==> src/rtl/pbd_pkg.sv <==
`timescale 1ns / 1ps
// ----------------------------------------------------------------------------
// pbd_pkg
// Types and constants shared by the byte-run planar row decoder.
// ----------------------------------------------------------------------------
package pbd_pkg;

  localparam int MAX_ROW_BYTES = 512;
  localparam int MAX_DEPTH     = 8;

  // Header byte that is skipped without a run (-128).
  localparam logic [7:0] HDR_SKIP = 8'h80;

  // Configuration register indexes.
  localparam logic [1:0] CFG_WIDTH_PIXELS = 2'd0;
  localparam logic [1:0] CFG_DEPTH        = 2'd1;
  localparam logic [1:0] CFG_COMPRESSED   = 2'd2;

  typedef enum logic [2:0] {
    PH_HEADER  = 3'b001,
    PH_LITERAL = 3'b010,
    PH_REPEAT  = 3'b100
  } phase_t;

  typedef struct packed {
    phase_t      phase;
    logic [7:0]  run_left;
    logic [2:0]  plane_index;
    logic [9:0]  byte_column;
    logic        discard_pending;
  } dec_state_t;

  typedef struct packed {
    logic [2:0] plane;
    logic [8:0] column;
    logic [7:0] run_length;
    logic [7:0] value;
    logic       row_done;
    logic       overflow;
  } run_t;

  // Effective row size, depth and compression mode, as held by the decoder.
  typedef struct packed {
    logic [9:0] row_bytes;
    logic [3:0] depth;
    logic       compressed;
  } dec_cfg_t;

endpackage

==> src/rtl/pbd_step.sv <==
`timescale 1ns / 1ps
// ----------------------------------------------------------------------------
// pbd_step
// Next-state and run logic for one stream byte of the row decoder.
// ----------------------------------------------------------------------------
module pbd_step (
  input  pbd_pkg::dec_state_t st,
  input  pbd_pkg::dec_cfg_t   cfg,
  input  logic [7:0]          data_byte,
  output pbd_pkg::dec_state_t st_next,
  output logic                emit,
  output pbd_pkg::run_t       run
);
  import pbd_pkg::*;

  logic [9:0]  col_c;
  logic [2:0]  pl_c;
  logic [9:0]  avail;
  logic [7:0]  rep_len;
  logic [7:0]  rl_dec;
  logic [7:0]  len;
  logic [7:0]  len_c;
  logic        ovf;
  logic [10:0] col_sum;
  logic [3:0]  pl_inc;

  // A position left stale by a register write is pulled back into the row.
  assign col_c = (st.byte_column >= cfg.row_bytes) ? (cfg.row_bytes - 10'd1) : st.byte_column;
  assign pl_c  = ({1'b0, st.plane_index} >= cfg.depth) ? 3'(cfg.depth - 4'd1)
                                                       : st.plane_index;
  assign avail   = cfg.row_bytes - col_c;
  assign rep_len = (st.run_left == 8'd0) ? 8'd1 : st.run_left;
  assign rl_dec  = (st.run_left == 8'd0) ? 8'd0 : (st.run_left - 8'd1);

  assign len_c   = ({2'b00, len} > avail) ? avail[7:0] : len;
  assign col_sum = {1'b0, col_c} + {3'b000, len_c};
  assign pl_inc  = {1'b0, pl_c} + 4'd1;

  always_comb begin
    st_next = st;
    emit    = 1'b0;
    len     = 8'd1;
    ovf     = 1'b0;
    if (!cfg.compressed) begin
      st_next.phase           = PH_HEADER;
      st_next.run_left        = 8'd0;
      st_next.discard_pending = 1'b0;
      emit                    = 1'b1;
    end else begin
      case (st.phase)
        PH_LITERAL: begin
          st_next.run_left = rl_dec;
          st_next.phase    = (rl_dec == 8'd0) ? PH_HEADER : PH_LITERAL;
          if (st.discard_pending) begin
            if (rl_dec == 8'd0) begin
              st_next.discard_pending = 1'b0;
            end
          end else begin
            ovf  = ({1'b0, col_c} + 11'd1 >= {1'b0, cfg.row_bytes}) && (rl_dec != 8'd0);
            emit = 1'b1;
            if (ovf) begin
              st_next.discard_pending = 1'b1;
            end
          end
        end
        PH_REPEAT: begin
          len              = rep_len;
          ovf              = {2'b00, rep_len} > avail;
          emit             = 1'b1;
          st_next.phase    = PH_HEADER;
          st_next.run_left = 8'd0;
        end
        default: begin
          st_next.discard_pending = 1'b0;
          if (data_byte == HDR_SKIP) begin
            st_next.phase    = PH_HEADER;
            st_next.run_left = 8'd0;
          end else if (!data_byte[7]) begin
            st_next.phase    = PH_LITERAL;
            st_next.run_left = data_byte + 8'd1;
          end else begin
            st_next.phase    = PH_REPEAT;
            st_next.run_left = 8'(9'd257 - {1'b0, data_byte});
          end
        end
      endcase
    end

    run.plane      = pl_c;
    run.column     = col_c[8:0];
    run.run_length = len_c;
    run.value      = data_byte;
    run.overflow   = ovf;
    run.row_done   = 1'b0;

    if (emit) begin
      if (col_sum >= {1'b0, cfg.row_bytes}) begin
        st_next.byte_column = 10'd0;
        if (pl_inc >= cfg.depth) begin
          st_next.plane_index = 3'd0;
          run.row_done        = 1'b1;
        end else begin
          st_next.plane_index = pl_inc[2:0];
        end
      end else begin
        st_next.byte_column = col_sum[9:0];
        st_next.plane_index = pl_c;
      end
    end
  end

endmodule

==> src/rtl/packbits_planar_row_decoder.sv <==
`timescale 1ns / 1ps
// ----------------------------------------------------------------------------
// packbits_planar_row_decoder
// Byte-run (PackBits) decoder for bitplane image rows, one stream byte per beat.
// ----------------------------------------------------------------------------
// Pipeline: a byte that yields a run is held in the input register, decoded
// combinationally, and its run is then captured in the output register.
// Throughput: one byte per cycle unless stalled. Stalls only when the input and
// output registers are both full and the output beat is not being taken.
// Reset (synchronous): decoder waits for a header at plane 0, column 0;
// registers return to width 320, depth 1, compressed mode.
module packbits_planar_row_decoder (
  input  logic        clk,
  input  logic        rst,
  input  logic        cfg_we,
  input  logic [1:0]  cfg_index,
  input  logic [12:0] cfg_data,
  input  logic        in_valid,
  output logic        in_ready,
  input  logic [7:0]  data_byte,
  output logic        out_valid,
  input  logic        out_ready,
  output logic [2:0]  plane,
  output logic [8:0]  column,
  output logic [7:0]  run_length,
  output logic [7:0]  value,
  output logic        row_done,
  output logic        overflow
);
  import pbd_pkg::*;

  dec_cfg_t    cfg;
  logic        byte_valid;
  logic [7:0]  byte_reg;
  dec_state_t  st;
  dec_state_t  st_next;
  logic        emit;
  run_t        run;
  run_t        run_reg;
  logic        advance;

  function automatic logic [9:0] row_bytes_of(input logic [12:0] w);
    logic [10:0] rb;
    rb = 11'(({1'b0, w} + 14'd7) >> 3);
    if (rb == 11'd0) begin
      rb = 11'd1;
    end else if (rb > 11'(MAX_ROW_BYTES)) begin
      rb = 11'(MAX_ROW_BYTES);
    end
    return rb[9:0];
  endfunction

  function automatic logic [3:0] depth_of(input logic [3:0] d);
    logic [3:0] r;
    r = d;
    if (r == 4'd0) begin
      r = 4'd1;
    end else if (r > 4'(MAX_DEPTH)) begin
      r = 4'(MAX_DEPTH);
    end
    return r;
  endfunction

  always_ff @(posedge clk) begin
    if (rst) begin
      cfg.row_bytes  <= row_bytes_of(13'd320);
      cfg.depth      <= 4'd1;
      cfg.compressed <= 1'b1;
    end else if (cfg_we) begin
      case (cfg_index)
        CFG_WIDTH_PIXELS: begin
          cfg.row_bytes <= row_bytes_of(cfg_data);
        end
        CFG_DEPTH: begin
          cfg.depth <= depth_of(cfg_data[3:0]);
        end
        CFG_COMPRESSED: cfg.compressed <= cfg_data[0];
        default: ;
      endcase
    end
  end

  // The output register moves whenever it is empty or being drained.
  assign advance  = !out_valid || out_ready;
  assign in_ready = !byte_valid || advance;

  pbd_step u_step (
    .st        (st),
    .cfg       (cfg),
    .data_byte (byte_reg),
    .st_next   (st_next),
    .emit      (emit),
    .run       (run)
  );

  always_ff @(posedge clk) begin
    if (rst) begin
      byte_valid         <= 1'b0;
      out_valid          <= 1'b0;
      st.phase           <= PH_HEADER;
      st.run_left        <= 8'd0;
      st.plane_index     <= 3'd0;
      st.byte_column     <= 10'd0;
      st.discard_pending <= 1'b0;
    end else begin
      if (in_ready) begin
        byte_valid <= in_valid;
      end
      if (advance) begin
        out_valid <= byte_valid && emit;
        if (byte_valid) begin
          st <= st_next;
        end
      end
    end
  end

  always_ff @(posedge clk) begin
    if (in_valid && in_ready) begin
      byte_reg <= data_byte;
    end
    if (advance && byte_valid && emit) begin
      run_reg <= run;
    end
  end

  assign plane      = run_reg.plane;
  assign column     = run_reg.column;
  assign run_length = run_reg.run_length;
  assign value      = run_reg.value;
  assign row_done   = run_reg.row_done;
  assign overflow   = run_reg.overflow;

  // Dropping surplus literal bytes only happens inside a literal.
  a_discard_in_literal: assert property (@(posedge clk) disable iff (rst)
    st.discard_pending |-> st.phase == PH_LITERAL)
    else $error("discard pending outside a literal");

  // The input side stalls only behind a full, blocked output register.
  a_stall_cause: assert property (@(posedge clk) disable iff (rst)
    !in_ready |-> byte_valid && out_valid && !out_ready)
    else $error("input stalled without a blocked output");

  // A delivered run never reaches past the plane row end.
  a_run_in_row: assert property (@(posedge clk) disable iff (rst)
    out_valid |-> ({1'b0, column} + {2'b00, run_length} <= cfg.row_bytes) &&
                  (run_length != 8'd0))
    else $error("run extends past the row end");

  // Row completion is flagged only on the last plane.
  a_row_done_plane: assert property (@(posedge clk) disable iff (rst)
    out_valid && row_done |-> {1'b0, plane} == cfg.depth - 4'd1)
    else $error("row done on a plane other than the last");

endmodule

==> config.mk <==
export PLATFORM = sky130hd
export DESIGN_NAME = packbits_planar_row_decoder
export DESIGN_NICKNAME = d
export VERILOG_FILES = /design/src/rtl/pbd_pkg.sv /design/src/rtl/pbd_step.sv /design/src/rtl/packbits_planar_row_decoder.sv
export SDC_FILE = /design/constraint.sdc
export NUM_CORES = 1
export LEC_CHECK = 0
export BUFFER_PORTS_ARGS = -buffer_cell sky130_fd_sc_hd__buf_2
export CORE_UTILIZATION = 35
export DETAILED_ROUTE_END_ITERATION = 7
export SLEW_MARGIN = 15
export SYNTH_ARGS = -nofsm -noshare
export SYNTH_HDL_FRONTEND = slang
export SYNTH_SLANG_ARGS = --single-unit
==> constraint.sdc <==
create_clock -name clk -period 15.8 [get_ports clk]
set_clock_uncertainty 0.2 [all_clocks]
set_input_delay 0.79 -clock clk [delete_from_list [all_inputs] [get_ports clk]]
set_output_delay 0.79 -clock clk [all_outputs]
set_load 0.1 [all_outputs]
Word level (Yosys, flattened, before mapping). Cells that the tools add are included.

Flip-flop bits (word level): 80. Logic and storage cells: 93.

Add/sub/neg operators: 10. Magnitude comparators: 9. Equality and inequality tests: 6. Mux-type cells: 29. Reductions and logical operators: 22.

Operators by type and width (count): 2-to-1 mux 8 bit (5); 2-to-1 mux 11 bit (3); 2-to-1 mux 10 bit (3); >= comparator 11 x 10 -> 1 bit (2); case mux 11 bit (2 select lines) (1); > comparator 8 x 10 -> 1 bit (2); zero test 8 bit (2); adder 13 x 3 -> 14 bit (second input constant) (1); 2-to-1 mux 13 bit (1); adder 10 x 1 -> 11 bit (second input constant) (1); adder 10 x 8 -> 11 bit (1); > comparator 11 x 10 -> 1 bit (second input constant) (1); zero test 11 bit (1); >= comparator 10 bit (1); AND reduction 2 bit (5); subtractor 10 x 1 -> 10 bit (second input constant) (1); subtractor 10 bit (1); adder 8 x 1 -> 8 bit (second input constant) (1); equality test 8 bit (second input constant) (1); 2-to-1 mux 1 bit (8); 2-to-1 mux 4 bit (2); nonzero test 8 bit (1); subtractor 1 x 8 -> 8 bit (first input constant) (1); subtractor 8 x 1 -> 8 bit (second input constant) (1); other kinds (19) (29).

Depth between registers and ports, before layout.
Word-level depth: 9. Depth in mapped cells: 42. Gate-level depth less buffers: 38.

By module. From an unflattened synthesis, not the netlist that was laid out.

Cell total of the unflattened synthesis: 761. Area, all modules: 6528.8 µm².

Modules (own cells, without submodules): pbd_step (instances 1, cells each 516, area an instance 3664.8 µm², seq. area each 0.0 µm²); packbits_planar_row_decoder (instances 1, cells each 245, area an instance 2864.0 µm², seq. area each 1981.9 µm²).

Least setup slack after synthesis. No wires, ideal clock.

Path type: flip-flop to flip-flop. Start point: register cfg[12] (netlist name). End point: register st[12] (netlist name). Setup time: 88 ps. Arrival time: 8171 ps. Required time: 15512 ps. Slack: 7341 ps. Stages on the path, launching flop included: 39. Period minus slack after synthesis: 8459 ps. Cell sequence: dfxtp_1 inv_1 ha_1 and4_4 a31oi_1 nand2_2 clkbuf_1 buf_1 nor2_1 a21oi_1 ha_1 inv_1 fa_1 a21oi_1 o21ai_0 o21ai_0 a21oi_1 mux2_2 (+3 left out) o22ai_1 a211oi_4 mux2_4 fa_1 a21o_1 a21oi_1 nor2b_1 o21a_1 o21a_1 o21ai_1 nand2b_1 xnor2_1 ha_1 o21ai_0 a21oi_1 a211oi_1 mux2_2 a211oi_1.

==> reports/metrics.cfg <==
[run_status]
outcome = finished clean

[setup_path]
reg2reg_depth = 37
r2r_slack_ps = 5960
critPathArrivalTime_ps = 9900
path_delay_family = compound AO/OA/AOI/OAI gates
path_buf_inv = 2
slowest_stage = a211oi_2
reg2reg_from = cfg[8]
required_ps = 15860
worstSetupPathDepth = 37
critPathKind = reg -> reg
cpPeakStageDelay_ps = 860
regToRegEndpoint = st[12]
worstPathMaxFanout = 23
worst_setup_path_end_kind = flip-flop
startpoint_type = flip-flop

[hold_path]
worstHoldPathType = reg -> reg
hold_depth = 2
worstHoldEndpoint = st[5]
hp-start = st[5]

[placement]
place.gp.congestion = 0.865
portBuffers = 59
hpwl_mm = 11.3
placed_area_um2 = 6580

[pwr]
intPower_mw = 0.383
pwr-share-seq_pct = 42.7
swShare_pct = 28.8
total_power_mw = 0.539
p_leak_nw = 2.85
p_clk_share_pct = 39.4
switchingPower_mw = 0.155
powerDensity_nw_per_um2 = 78.4
peakVddDrop_mv = 0.0532
combPwrFrac_pct = 17.9

[sta]
slew_viol_final = 0
setup_violations = 0
tns_ps = 0
rsz0062_at_grt = false
holdWs_ps = 278
timing.slew.headroom_pct = 30.7
worst_slew_pin_slew_ps = 1040
fmax_mhz = 102
fin_crit_sh_pct = 62.3
fin_crit_ps = 9840
hold_violations = 0

[cts]
root_buffer = clkbuf_16
htreeDepth = 3
cts_tree = built
cts.path.max_buffers = 2
path_clk_slew_ps = 60
cts_hold_buf = 0
cts_resized = 0
clock_latency_ps = 360
post-cts-setup-buffer-count = 0
cts.sinks = 80
cts_buffers = 9

[routing]
vias = 5032
ant_nets = 0
firstDrtPassIters = 5
wl_per_cell_um = 15.1
dr.first_iter.drc_count = 291
via_per_inst = 5.26
drt-total-wl_mm = 14.5
remaining_drc_errors = 0

[logic_synthesis]
synthArstFlopShare_pct = 0
yosysSeqAreaShare_pct = 32.6
synth_top_area_share_pct = 18.8
yosysWarnings = 0
avgSynthCellArea_um2 = 8.92
yosysUniqueCellTypes = 63
syn-num-nets = 792
synth-edff-count = 38
synth.area.top_cells = edfxtp_1 19%, ha_1 16%, dfxtp_1 14%
syn-cell-area_um2 = 6080
ys_ff_latch = 80
synth_top_area_cell = edfxtp_1
synth_ff_type = dfxtp_1
syn_inst = 682

[layout]
num_antenna_cells = 0
largest_register_ffs = 25
final_nets = 841
design_area_um2 = 6870
drive_gt1_share_pct = 12.9
area_delta_synth_final_pct = 13.0
final_core_util_pct = 41.0
regMostFlops = st
fillCellCount = 1672

[floorplan]
rows = 47
fp.dieW_um = 134
start_util_pct = 36.3
die_area_um2 = 17900
io-pin-count = 60
core_area_um2 = 16800
die_h_um = 134

[global_route]
first_global_vias = 4687
grt_pass1_wl_mm = 24.1
antenna_found_initial = 0
grt_use_total_pct = 17.1
grt.overflow.total = 0
grt_max_degree = 46

[run]
drv_cap = 0

==> worst min-delay path, cell delays in order (launching register included) <==
cell,delay (ps)
dfxtp_1,330
nand2_1,60
a21oi_1,50
==> area by class of cell <==
cell class	count	area (um2)	area share, %
multi-input combinational	530	3830	55.7
timing repair buffer	60	303	4.41
clock buffer	9	225	3.28
clock inverter	7	71.3	1.04
inverter	50	188	2.73
sequential	80	1980	28.8
tap	220	275	4.01
==> Yosys cell counts, drive strengths merged (7+ instances only) <==
master,n
clkbuf,20
xnor2,35
nand2,50
nor4,8
dfxtp,42
a211oi,10
xor2,14
a21o,15
nor2,55
and2,7
a21oi,59
nand2b,16
o21ai,41
inv,50
nor2b,9
nor3,17
mux2i,11
ha,80
edfxtp,38
a22oi,8
nand3,22
==> power by group through the flow <==
stage	Clock, mW	Combinational, mW	Sequential (mW)
after global placement	0	0.0958	0.235
after global routing	0.225	0.109	0.231
after floorplan	0	0.0688	0.238
after detailed placement	0	0.0961	0.235
final	0.212	0.0963	0.230
after CTS	0.218	0.0967	0.230
==> logic make-up after synthesis <==
logic type / share of synthesized area [%]
buffers and inverters: 4.57
AO/OA/AOI/OAI: 17.6
adder cells (fa/ha/maj): 17.1
XOR/XNOR: 7.36
AND/OR/NAND/NOR: 18.0
flip-flops: 32.6
multiplexers: 2.80
==> metal layers <==
metal | vias to the layer above | routed length [um] | GRT usage [%]
met1 | 2353 | 7370 | 24.5
met2 | 105 | 6300 | 25.8
met3 | 11 | 631 | 3.29
met4 | 0 | 172 | 4.80
li1 | 2563 | - | -
met5 | - | 0 | 0
==> metrics by stage <==
stage	worst slack, ps	instances
2_1_floorplan	7340	682
3_3_place_gp	6350	940
3_5_place_dp	6080	940
4_1_cts	6040	956
5_1_grt	5270	956
6_report	5960	956
==> worst max-delay path by stage <==
stage	from	endpoint	slack (ps)
2_1_floorplan	cfg[12]	st[12]	7340
3_3_place_gp	cfg[8]	st[12]	6350
3_5_place_dp	cfg[8]	st[12]	6080
4_1_cts	cfg[8]	st[12]	6040
5_1_grt	cfg[8]	st[12]	5270
6_report	cfg[8]	st[12]	5960
==> cell usage in the layout, fill, tap and decap left out, drive strengths merged, types with 3 or more instances in the layout <==
cell type	Yosys	routed
ha	80	80
buf	2	60
a21oi	59	59
nor2	55	55
inv	50	51
nand2	50	50
dfxtp	42	42
o21ai	41	41
edfxtp	38	38
xnor2	35	35
nand3	22	22
nor3	17	17
nand2b	16	16
a21o	15	15
xor2	14	14
mux2i	11	11
a211oi	10	10
nor2b	9	9
clkbuf	20	9
a22oi	8	8
nor4	8	8
and2	7	7
o21a	6	6
and3	5	5
nand4	5	5
a221oi	5	5
mux2	5	5
a31oi	4	4
or3	4	4
nand3b	4	4
or4	4	4
clkinv	0	4
nor3b	3	3
Note: power is estimated with default switching activity, not from simulation.
